--- src/rtl/core/rrts_pkg.sv ---
// Shared types and codes for the round-robin task scheduler.
`timescale 1ns / 1ps
`default_nettype none
package rrts_pkg;

    typedef enum logic [2:0] {
        OP_TICK      = 3'd0,
        OP_YIELD     = 3'd1,
        OP_SLEEP     = 3'd2,
        OP_OBTAIN    = 3'd3,
        OP_OBTAIN_TO = 3'd4,
        OP_RELEASE   = 3'd5,
        OP_CREATE    = 3'd6,
        OP_KILL      = 3'd7
    } op_t;

    typedef enum logic [2:0] {
        ST_OK        = 3'd0,
        ST_NOT_FOUND = 3'd1,
        ST_FULL      = 3'd2,
        ST_LAST_KEPT = 3'd3,
        ST_NONE_RUN  = 3'd4
    } status_t;

    localparam logic [2:0] MODE_RUN   = 3'd0;
    localparam logic [2:0] MODE_NEW   = 3'd1;
    localparam logic [2:0] MODE_BLOCK = 3'd2;
    localparam logic [2:0] MODE_WAIT  = 3'd4;
    localparam logic [2:0] MODE_BTO   = 3'd6;

    localparam int unsigned PID_BITS = 15;
    localparam logic [PID_BITS-1:0] PID_MAX = 15'h7FFF;

    typedef enum logic [3:0] {
        S_IDLE,
        S_DISPATCH,
        S_TICK,
        S_YIELD,
        S_CREATE_SLOT,
        S_CREATE_PID,
        S_CREATE_CHECK,
        S_CREATE_LINK,
        S_KILL_FIND,
        S_KILL_PRED,
        S_KILL_LINK,
        S_DONE
    } state_t;

endpackage
`default_nettype wire

--- src/rtl/core/round_robin_task_scheduler.sv ---
// Top level of the round-robin task scheduler: sequencer and task table.
//
//  channel | direction | handshake        | payload
//  in      | input     | in_valid/in_stall | opcode, delay_ms, sem_index, target_pid
//  out     | output    | out_valid/out_stall | status, current_pid, switched,
//          |           |                  | started_new, new_pid
//  cfg     | input     | cfg_valid/cfg_ready | cfg_data (multitask_enable)
//
// A word steps from dispatch through its work states to done and back to idle; the
// work of a tick, a yield, a kill or a create is set by the slot walk: every step of a
// tick sweep, ring walk, pid search or predecessor search visits one slot through a
// single shared compare path. A create with pid collisions repeats the pid search.
// Reset clears all control state at once; no clearing pass. in_stall is high while a
// word is being worked on; a stalled result holds in the output register, and the
// next word waits in its done step until that result has been taken.
`timescale 1ns / 1ps
`default_nettype none
module round_robin_task_scheduler
    import rrts_pkg::*;
#(
    parameter int MAX_TASKS      = 16,
    parameter int NUM_SEMAPHORES = 16,
    parameter int TIME_BITS      = 32
) (
    input  wire logic                clk,
    input  wire logic                rst_n,
    input  wire logic                in_valid,
    output logic                     in_stall,
    input  wire logic [2:0]          opcode,
    input  wire logic [31:0]         delay_ms,
    input  wire logic [3:0]          sem_index,
    input  wire logic [PID_BITS-1:0] target_pid,
    output logic                     out_valid,
    input  wire logic                out_stall,
    output logic [2:0]               status,
    output logic [PID_BITS-1:0]      current_pid,
    output logic                     switched,
    output logic                     started_new,
    output logic [PID_BITS-1:0]      new_pid,
    input  wire logic                cfg_valid,
    output logic                     cfg_ready,
    input  wire logic                cfg_data
);

    localparam int SW = (MAX_TASKS > 1) ? $clog2(MAX_TASKS) : 1;
    localparam int MW = (NUM_SEMAPHORES > 1) ? $clog2(NUM_SEMAPHORES) : 1;
    localparam int CW = $clog2(MAX_TASKS + 2);
    localparam logic [SW-1:0] LAST_SLOT = SW'(MAX_TASKS - 1);

    // Slot table: small, indexed by the walking pointer, the current slot and the free or kill slot.
    logic [MAX_TASKS-1:0] used_reg;
    logic [2:0]           mode_reg  [MAX_TASKS];
    logic [TIME_BITS-1:0] wake_reg  [MAX_TASKS];
    logic [MW-1:0]        blk_reg   [MAX_TASKS];
    logic [PID_BITS-1:0]  pid_reg   [MAX_TASKS];
    logic [SW-1:0]        link_reg  [MAX_TASKS];
    logic [NUM_SEMAPHORES-1:0] sem_reg;

    logic                 en_reg;
    logic [SW-1:0]        cur_reg;
    logic                 have_reg;
    logic [TIME_BITS-1:0] clk_ms_reg;
    logic [PID_BITS-1:0]  last_pid_reg;

    state_t               st_reg, st_next;
    op_t                  op_reg;
    logic [TIME_BITS-1:0] delay_reg;
    logic [MW-1:0]        sem_idx_reg;
    logic [PID_BITS-1:0]  tpid_reg;
    logic                 had_reg;
    logic [SW-1:0]        before_reg;

    logic [SW-1:0]        ptr_reg;    // walking slot
    logic [SW-1:0]        aux_reg;    // free slot / kill target
    logic [CW-1:0]        cnt_reg;    // step counter
    logic [CW-1:0]        tries_reg;  // pid tries
    logic                 started_reg;
    logic [2:0]           status_reg;
    logic [PID_BITS-1:0]  newpid_reg;

    logic                 out_valid_reg;
    logic [2:0]           o_status_reg;
    logic [PID_BITS-1:0]  o_cur_reg, o_new_reg;
    logic                 o_sw_reg, o_start_reg;

    logic in_fire, out_fire, out_free;
    assign in_fire   = in_valid && !in_stall;
    assign out_fire  = out_valid_reg && !out_stall;
    // Output register is free for a new result word at this edge.
    assign out_free  = !out_valid_reg || !out_stall;
    assign in_stall  = (st_reg != S_IDLE);
    assign cfg_ready = (st_reg == S_IDLE);

    assign out_valid   = out_valid_reg;
    assign status      = o_status_reg;
    assign current_pid = o_cur_reg;
    assign switched    = o_sw_reg;
    assign started_new = o_start_reg;
    assign new_pid     = o_new_reg;

    // Shared per-slot view of the walking pointer.
    logic [2:0]           p_mode;
    logic [SW-1:0]        p_link;
    logic                 p_used;
    logic                 p_sem_set;
    logic                 last_step;
    logic [PID_BITS-1:0]  pid_cand;
    assign p_mode    = mode_reg[ptr_reg];
    assign p_link    = link_reg[ptr_reg];
    assign p_used    = used_reg[ptr_reg];
    assign p_sem_set = sem_reg[blk_reg[ptr_reg]];
    assign last_step = (cnt_reg == CW'(MAX_TASKS - 1));
    assign pid_cand  = (last_pid_reg == PID_MAX) ? PID_BITS'(1) : last_pid_reg + 1'b1;

    logic [TIME_BITS-1:0] wake_sum;
    assign wake_sum = clk_ms_reg + delay_reg;

    logic [MW-1:0] sem_in;
    assign sem_in = MW'(sem_index % NUM_SEMAPHORES);

    always_comb
    begin
        st_next = st_reg;
        unique case (st_reg)
            S_IDLE:         if (in_fire) st_next = S_DISPATCH;
            S_DISPATCH:
            begin
                unique case (op_reg)
                    OP_TICK:   st_next = en_reg ? S_TICK : S_DONE;
                    OP_CREATE: st_next = S_CREATE_SLOT;
                    OP_KILL:   st_next = S_KILL_FIND;
                    default:   st_next = (have_reg && en_reg) ? S_YIELD : S_DONE;
                endcase
            end
            S_TICK:         if (last_step) st_next = S_DONE;
            S_YIELD:
            begin
                if (p_mode == MODE_RUN || p_mode == MODE_NEW ||
                    (p_mode[1] && !p_sem_set) || last_step)
                    st_next = S_DONE;
            end
            S_CREATE_SLOT:
            begin
                if (!p_used)
                    st_next = (last_pid_reg == '0) ? S_CREATE_LINK : S_CREATE_PID;
                else if (last_step)
                    st_next = S_DONE;
            end
            S_CREATE_PID:   st_next = S_CREATE_CHECK;
            S_CREATE_CHECK:
            begin
                if (p_used && pid_reg[ptr_reg] == last_pid_reg)
                    st_next = (tries_reg == CW'(MAX_TASKS)) ? S_CREATE_LINK
                                                            : S_CREATE_PID;
                else if (last_step)
                    st_next = S_CREATE_LINK;
            end
            S_CREATE_LINK:  st_next = S_DONE;
            S_KILL_FIND:
            begin
                if (tpid_reg == '0)
                    st_next = S_DONE;
                else if (p_used && pid_reg[ptr_reg] == tpid_reg)
                    st_next = (p_link == ptr_reg) ? S_DONE : S_KILL_PRED;
                else if (last_step)
                    st_next = S_DONE;
            end
            S_KILL_PRED:    if (p_link == aux_reg || last_step) st_next = S_KILL_LINK;
            S_KILL_LINK:    st_next = S_DONE;
            // Hold the finished word until the output register can take it.
            S_DONE:         if (out_free) st_next = S_IDLE;
            default:        st_next = S_IDLE;
        endcase
    end

    always_ff @(posedge clk or negedge rst_n)
    begin
        if (!rst_n)
        begin
            st_reg        <= S_IDLE;
            en_reg        <= 1'b0;
            used_reg      <= '0;
            sem_reg       <= '0;
            cur_reg       <= '0;
            have_reg      <= 1'b0;
            clk_ms_reg    <= '0;
            last_pid_reg  <= '0;
            out_valid_reg <= 1'b0;
        end
        else
        begin
            st_reg <= st_next;
            if (cfg_valid && cfg_ready)
                en_reg <= cfg_data;
            if (st_reg == S_DONE && out_free)
                out_valid_reg <= 1'b1;
            else if (out_fire)
                out_valid_reg <= 1'b0;

            unique case (st_reg)
                S_IDLE:
                begin
                    if (in_fire)
                    begin
                        op_reg      <= op_t'(opcode);
                        delay_reg   <= TIME_BITS'(delay_ms);
                        sem_idx_reg <= sem_in;
                        tpid_reg    <= target_pid;
                        had_reg     <= have_reg;
                        before_reg  <= cur_reg;
                        started_reg <= 1'b0;
                        status_reg  <= ST_OK;
                        newpid_reg  <= '0;
                        cnt_reg     <= '0;
                    end
                end
                S_DISPATCH:
                begin
                    cnt_reg <= '0;
                    unique case (op_reg)
                        OP_TICK:
                        begin
                            clk_ms_reg <= clk_ms_reg + 1'b1;
                            ptr_reg    <= '0;
                        end
                        OP_CREATE, OP_KILL: ptr_reg <= '0;
                        default:
                        begin
                            ptr_reg <= link_reg[cur_reg];
                            if (op_reg == OP_SLEEP && have_reg)
                            begin
                                wake_reg[cur_reg] <= wake_sum;
                                mode_reg[cur_reg] <= MODE_WAIT;
                            end
                            if (op_reg == OP_OBTAIN || op_reg == OP_OBTAIN_TO)
                            begin
                                sem_reg[sem_idx_reg] <= 1'b1;
                                if (have_reg)
                                begin
                                    blk_reg[cur_reg] <= sem_idx_reg;
                                    if (op_reg == OP_OBTAIN_TO)
                                    begin
                                        wake_reg[cur_reg] <= wake_sum;
                                        mode_reg[cur_reg] <= MODE_BTO;
                                    end
                                    else
                                        mode_reg[cur_reg] <= MODE_BLOCK;
                                end
                            end
                            if (!have_reg)
                                status_reg <= ST_NONE_RUN;
                            // Self-selection of a link out of range cannot occur.
                            if (have_reg && link_reg[cur_reg] > LAST_SLOT)
                                ptr_reg <= '0;
                        end
                    endcase
                end
                S_TICK:
                begin
                    if (p_used && p_mode[2] && clk_ms_reg >= wake_reg[ptr_reg])
                        mode_reg[ptr_reg] <= MODE_RUN;
                    ptr_reg <= ptr_reg + 1'b1;
                    cnt_reg <= cnt_reg + 1'b1;
                end
                S_YIELD:
                begin
                    if (p_mode == MODE_RUN)
                        cur_reg <= ptr_reg;
                    else if (p_mode == MODE_NEW)
                    begin
                        mode_reg[ptr_reg] <= MODE_RUN;
                        started_reg       <= 1'b1;
                        cur_reg           <= ptr_reg;
                    end
                    else if (p_mode[1] && !p_sem_set)
                    begin
                        mode_reg[ptr_reg] <= MODE_RUN;
                        cur_reg           <= ptr_reg;
                    end
                    else
                    begin
                        if (last_step)
                            status_reg <= ST_NONE_RUN;
                        ptr_reg <= p_link;
                        cnt_reg <= cnt_reg + 1'b1;
                    end
                end
                S_CREATE_SLOT:
                begin
                    if (!p_used)
                    begin
                        aux_reg   <= ptr_reg;
                        tries_reg <= '0;
                        if (last_pid_reg == '0)
                            last_pid_reg <= PID_BITS'(1);
                    end
                    else
                    begin
                        if (last_step)
                            status_reg <= ST_FULL;
                        ptr_reg <= ptr_reg + 1'b1;
                        cnt_reg <= cnt_reg + 1'b1;
                    end
                end
                S_CREATE_PID:
                begin
                    last_pid_reg <= pid_cand;
                    tries_reg    <= tries_reg + 1'b1;
                    ptr_reg      <= '0;
                    cnt_reg      <= '0;
                end
                S_CREATE_CHECK:
                begin
                    ptr_reg <= ptr_reg + 1'b1;
                    cnt_reg <= cnt_reg + 1'b1;
                end
                S_CREATE_LINK:
                begin
                    used_reg[aux_reg] <= 1'b1;
                    mode_reg[aux_reg] <= MODE_NEW;
                    wake_reg[aux_reg] <= '0;
                    blk_reg[aux_reg]  <= '0;
                    pid_reg[aux_reg]  <= last_pid_reg;
                    newpid_reg        <= last_pid_reg;
                    if (!have_reg)
                    begin
                        cur_reg           <= aux_reg;
                        link_reg[aux_reg] <= aux_reg;
                        have_reg          <= 1'b1;
                    end
                    else
                    begin
                        link_reg[aux_reg] <= link_reg[cur_reg];
                        link_reg[cur_reg] <= aux_reg;
                    end
                end
                S_KILL_FIND:
                begin
                    if (tpid_reg == '0)
                        status_reg <= ST_NOT_FOUND;
                    else if (p_used && pid_reg[ptr_reg] == tpid_reg)
                    begin
                        aux_reg <= ptr_reg;
                        cnt_reg <= '0;
                        if (p_link == ptr_reg)
                            status_reg <= ST_LAST_KEPT;
                    end
                    else
                    begin
                        if (last_step)
                            status_reg <= ST_NOT_FOUND;
                        ptr_reg <= ptr_reg + 1'b1;
                        cnt_reg <= cnt_reg + 1'b1;
                    end
                end
                S_KILL_PRED:
                begin
                    if (!(p_link == aux_reg || last_step))
                    begin
                        ptr_reg <= p_link;
                        cnt_reg <= cnt_reg + 1'b1;
                    end
                end
                S_KILL_LINK:
                begin
                    link_reg[ptr_reg] <= link_reg[aux_reg];
                    used_reg[aux_reg] <= 1'b0;
                    if (cur_reg == aux_reg)
                    begin
                        cur_reg <= link_reg[aux_reg];
                        if (mode_reg[link_reg[aux_reg]] == MODE_NEW)
                        begin
                            mode_reg[link_reg[aux_reg]] <= MODE_RUN;
                            started_reg                 <= 1'b1;
                        end
                    end
                end
                S_DONE:
                begin
                    if (out_free)
                    begin
                        if (op_reg == OP_RELEASE)
                            sem_reg[sem_idx_reg] <= 1'b0;
                        o_status_reg  <= status_reg;
                        o_cur_reg     <= have_reg ? pid_reg[cur_reg] : '0;
                        o_sw_reg      <= (had_reg != have_reg) ||
                                         (have_reg && before_reg != cur_reg);
                        o_start_reg   <= started_reg;
                        o_new_reg     <= newpid_reg;
                    end
                end
                default: ;
            endcase
        end
    end

endmodule
`default_nettype wire

--- config.mk ---
export PLATFORM = sky130hd
export DESIGN_NAME = round_robin_task_scheduler
export DESIGN_NICKNAME = d
export VERILOG_FILES = /design/src/rtl/core/rrts_pkg.sv /design/src/rtl/core/round_robin_task_scheduler.sv
export SDC_FILE = /design/constraint.sdc
export NUM_CORES = 2
export LEC_CHECK = 0
export ABC_AREA = 1
export BUFFER_PORTS_ARGS = -buffer_cell sky130_fd_sc_hd__buf_2
export CAP_MARGIN = 25
export CORE_MARGIN = 8
export CORE_UTILIZATION = 25
export DETAILED_ROUTE_END_ITERATION = 16
export GPL_TIMING_DRIVEN = 0
export PLACE_DENSITY = 0.49
export SKIP_CTS_REPAIR_TIMING = 1
export SYNTH_ARGS = -nofsm -noshare
export SYNTH_HDL_FRONTEND = slang
export SYNTH_SLANG_ARGS = --single-unit
--- constraint.sdc ---
create_clock -name clk -period 16.3 [get_ports clk]
set_clock_uncertainty 0.15 [all_clocks]
set_input_delay 3.26 -clock clk [delete_from_list [all_inputs] [get_ports clk]]
set_output_delay 3.26 -clock clk [all_outputs]
set_load 0.01 [all_outputs]
# Word-level counts from Yosys, hierarchy flattened
# Memory sizes are Yosys's and may differ from the RTL's. A register that Yosys moved wholly into a read port is not among the register bits.
# Index checks and enable logic that the tools add are counted.
# Widths: inputs -> output; s select.
# classes
magnitude_cmp,8
addsub,6
muxes,166
n_eq_ne,57
reduce_logical,80
bitwise_logic,12
# op_table
cell,n
$mux 4,44
$mux 16,4
$mux 32,2
$pmux 16 s2,2
$mux 1,63
$mux 15,4
$mux 3,20
$pmux 15 s2,2
$mux 5,9
$ne 2x2->1 const B,22
$pmux 4 s11,1
$pmux 5 s7,1
$add 32x1->32 const B,1
$add 32x32->32,1
$and 16x16->16,2
$ge 32x32->1,1
$not 16->16,2
$or 16x16->16,2
$reduce_or 32->1,1
$eq 15x15->1,2
$logic_not 15->1,2
$pmux 4 s7,1
$logic_and 1x1->1,27
$pmux 4 s3,2
other kinds (49),111
# word_totals
n_memories,5
in_bits,60
out_inout_bits,38
ramBits,928
ff_bits,206
elab_cells,360
# memory_table
memory,words,width,rd,rd_clocked_by_memory_dff,wr,line,source
wake_reg,16,32,1,1,1,round_robin_task_scheduler.sv:53,logic [TIME_BITS-1:0] wake_reg [MAX_TASKS];
pid_reg,16,15,2,2,1,round_robin_task_scheduler.sv:55,logic [PID_BITS-1:0] pid_reg [MAX_TASKS];
blk_reg,16,4,1,1,1,round_robin_task_scheduler.sv:54,logic [MW-1:0] blk_reg [MAX_TASKS];
link_reg,16,4,3,2,2,round_robin_task_scheduler.sv:56,logic [SW-1:0] link_reg [MAX_TASKS];
mode_reg,16,3,2,1,1,round_robin_task_scheduler.sv:52,logic [2:0] mode_reg [MAX_TASKS];

# Longest topological paths before layout
# depth
word_depth,15
mapped_depth,33
ltp_nobuf,26

# Least setup slack after synthesis
# OpenSTA, ideal clock, no wires.
# synth_path
path_kind,input-to-reg
startpoint,input port rst_n
endpoint,"register before_reg[0], enable pin"
setup_ns,0.548
arrival_time_ns,7.564
stages,2
setup_slack_ns,8.038
n_path_buf,0
path_cell_list,clkinv_1 > nor3_1
# synth_between
elab_chain_cells,1
# synth_lines
item,line,source
"start, declared",round_robin_task_scheduler.sv:26,"input wire logic rst_n,"
$reduce_and 3->1 (no source line),n/a,
"end signal, assigned",round_robin_task_scheduler.sv:210,before_reg <= cur_reg;
"end, declared",round_robin_task_scheduler.sv:71,logic [SW-1:0] before_reg;
# No other way between the ends.
# A chain may end at the register's enable or synchronous reset.

==> flow_summary.ini <==
[run_status]
outcome = complete, no violations

[power]
power_leakage_uw = 0.02214
pwr-share-clk_pct = 26.6
pwr-share-comb_pct = 40.6
vdd_drop_max_v = 0.0001158
powerDensity_mw_per_mm2 = 169.3
p_int_uw = 6060
switching_share_pct = 43.17
switchingPower_uw = 4604
p_seq_share_pct = 32.9

[grt]
grt_pass1_vias = 40800
grt-ovfl-total = 0
grt_max_degree = 77
grt.total_usage_pct = 17.56
grt_pass1_wl_um = 297800
antenna_found_initial = 6

[layout]
fillCellCount = 22150
seqCellArea_mm2 = 0.03421
finalNetCount = 5429
area.growth.synth_to_final_pct = 17.67
multi_input_area_mm2 = 0.01700
drive_above_1_share_pct = 9.765
largest_reg_flops = 512
postLayoutCoreUtil_pct = 29.46

[sta]
maxSlewViolCount = 0
period_needed_ns = 7.728
setup_viol = 0
worstMarginPinSlew_ns = 1.165
relSlewSlack_pct = 22.34
fmax_mhz = 129.4
hold_viol_final = 0
rsz0062_at_grt = false
fin_tns_setup_ns = 0
period_share_pct = 47.41

[run]
maxCapViolCount = 0

[placement]
place_hpwl_um = 148800
gp_congestion = 0.9441
portBuffers = 97

[critical_path]
critPathSlowestCell = clkbuf_1
endpoint_kind = register
worst_setup_path_start_kind = register
rrSetupSlack_ns = 8.57
cpPeakStageDelay_ns = 0.63
crit_type = register to register
cp_top_family = buffers and inverters
path_buf_inv = 10
reg2reg_depth = 29
r2r-end = mode_reg[8][2]
critPathRequiredTime_ns = 16.58
cp.arrival_ns = 8.01
crit_fanout = 10

[hold_path]
holdPathStages = 0
min_path_type = register to register
whs_endpoint = new_pid[0]
min-delay-start = newpid_reg[0]

[synth]
synth_top_cells_by_area = edfxtp_1 59%, o21ai_0 6.2%, nor2_1 5.1%
synth_edf_count = 1059
async_flop_share_pct = 7.779
synth_top_area_cell = edfxtp_1
synth_cell_types = 69
yosysSeqAreaShare_pct = 63.92
synthesis.area_mm2 = 0.05353
synth_ff_type = edfxtp_1
ys_ff_latch = 1157
synthAdderAreaFrac_pct = 1.697
synth_xor_area_share_pct = 1.194
synth_compound_area_share_pct = 15.03
syn_nets = 5135
yosys.area.top_type_share_pct = 59.41
avgSynthCellArea_um2 = 10.70
muxShareOfSynthArea_pct = 0
synth_cells = 5003
synthSimpleGateAreaFrac_pct = 13.40
yosysWarnings = 0
synth_top_family_by_area = compound AO/OA/AOI/OAI gates

[detailed_routing]
highest_layer = met4
wire_per_inst_um = 25.61
dr.pass1.iters = 7
drt_first_iter_violations = 5145
drc = 0
vias = 42350
wl_met2_um = 96030
routed_wl_um = 210900
viasPerCell = 5.141
antenna_left = 0
dr_wl_met3_um = 18260
met1_length_um = 86970

[die]
rows = 170
chipWidth_um = 478.7
io_pins = 98
dieArea_mm2 = 0.2292
die_h_um = 478.7
core_area_mm2 = 0.2138
start_util_pct = 25.04

[cts]
worstSkewPairLatency_ns = 0.79
cts_tree = built
cts_buffers = 117
clk_pin_slew_ns = 0.07
cts_root_buf = clkbuf_16
htree_levels = 3
cts.sinks = 1157
clk_path_buf_depth = 3
[cell type report]
class	instances	share of cell area, %
buffer	280	1.963
clock inverter	86	1.542
timing repair buffer	175	2.702
inverter	349	2.092
tap	2838	5.638
multi-input combinational	3217	26.99
clock buffer	133	4.744
sequential	1157	54.32
antenna	2	0.007946
[synth_stat cells (19+ instances only)]
library cell,number
edfxtp_1,1059
nor2_1,723
o21ai_0,659
nand2_1,657
inv_1,338
nand3_1,225
a21oi_1,193
clkbuf_1,172
a22oi_1,123
o221ai_1,120
o211ai_1,105
dfrtp_1,90
ha_1,71
buf_2,59
o22ai_1,58
xor2_1,47
nor3_1,36
nand4_1,28
xnor2_1,26
buf_1,23
buf_4,21
o21ai_1,19
[per-stage QoR]
step	total power (uW)	area [um^2]	worst slack (ns)	hold slack [ns]	std cells
floorplan	5838	53530	8.038	0.2503	5003
global placement	7693	57560	0.9355	0.2564	7938
detailed placement	7761	58930	7.888	0.2563	8008
CTS	10570	62890	8.523	0.2724	8227
global route	11060	62980	8.282	0.2791	8235
finish	10660	62980	8.572	0.2709	8237
[cells by family after synthesis]
family | count (synthesis)
compound gates | 1345
xor+xnor | 73
fa+ha+maj | 72
flops | 1157
simple gates | 1727
buf+inv | 629
[how the worst max path moves through the flow]
stage,from,endpoint,slack [ns],cells after the start
2_1_floorplan,rst_n,before_reg[0],8.04,2
3_3_place_gp,rst_n,delay_reg[30],0.94,3
3_5_place_dp,rst_n,wake_reg[10][0],7.89,10
4_1_cts,register,mode_reg[8][1],8.52,29
5_1_grt,register,mode_reg[2][2],8.28,31
6_report,register,mode_reg[8][2],8.57,29
[routing by layer]
layer / vias to the layer above / track usage (%)
li1: 18650 / -
met3: 469 / 3.323
met2: 2269 / 28.44
met5: - / 0
met1: 20950 / 23.20
met4: 0 / 7.002
[cells in the final DEF (no fill, tap or decap), drive strengths merged, types with 26 or more instances in the layout]
master,n
dfrtp,90
buf,281
o22ai,58
nand3,229
nor2,738
a22oi,123
a21oi,193
clkbuf,307
edfxtp,1059
xor2,47
o221ai,120
clkinv,65
xnor2,26
o211ai,105
nand2,666
nor3,39
o21ai,678
inv,348
ha,71
nand4,30
[worst register-to-register path: cells and delay by family (launching register included)]
kind / cells / cell delay (ns)
compound gates: 6 / 1.29
flops: 1 / 0.30
simple gates: 12 / 2.13
buf+inv: 10 / 3.24
fa+ha+maj: 1 / 0.29
[power groups by stage]
stage	clock network [uW]	logic (uW)	registers [uW]
floorplan	0	2300	3530
global placement	0	4120	3580
detailed placement	0	4190	3570
CTS	2860	4210	3510
global route	2980	4570	3510
finish	2830	4330	3510
Power figures use the tool's default switching activity.
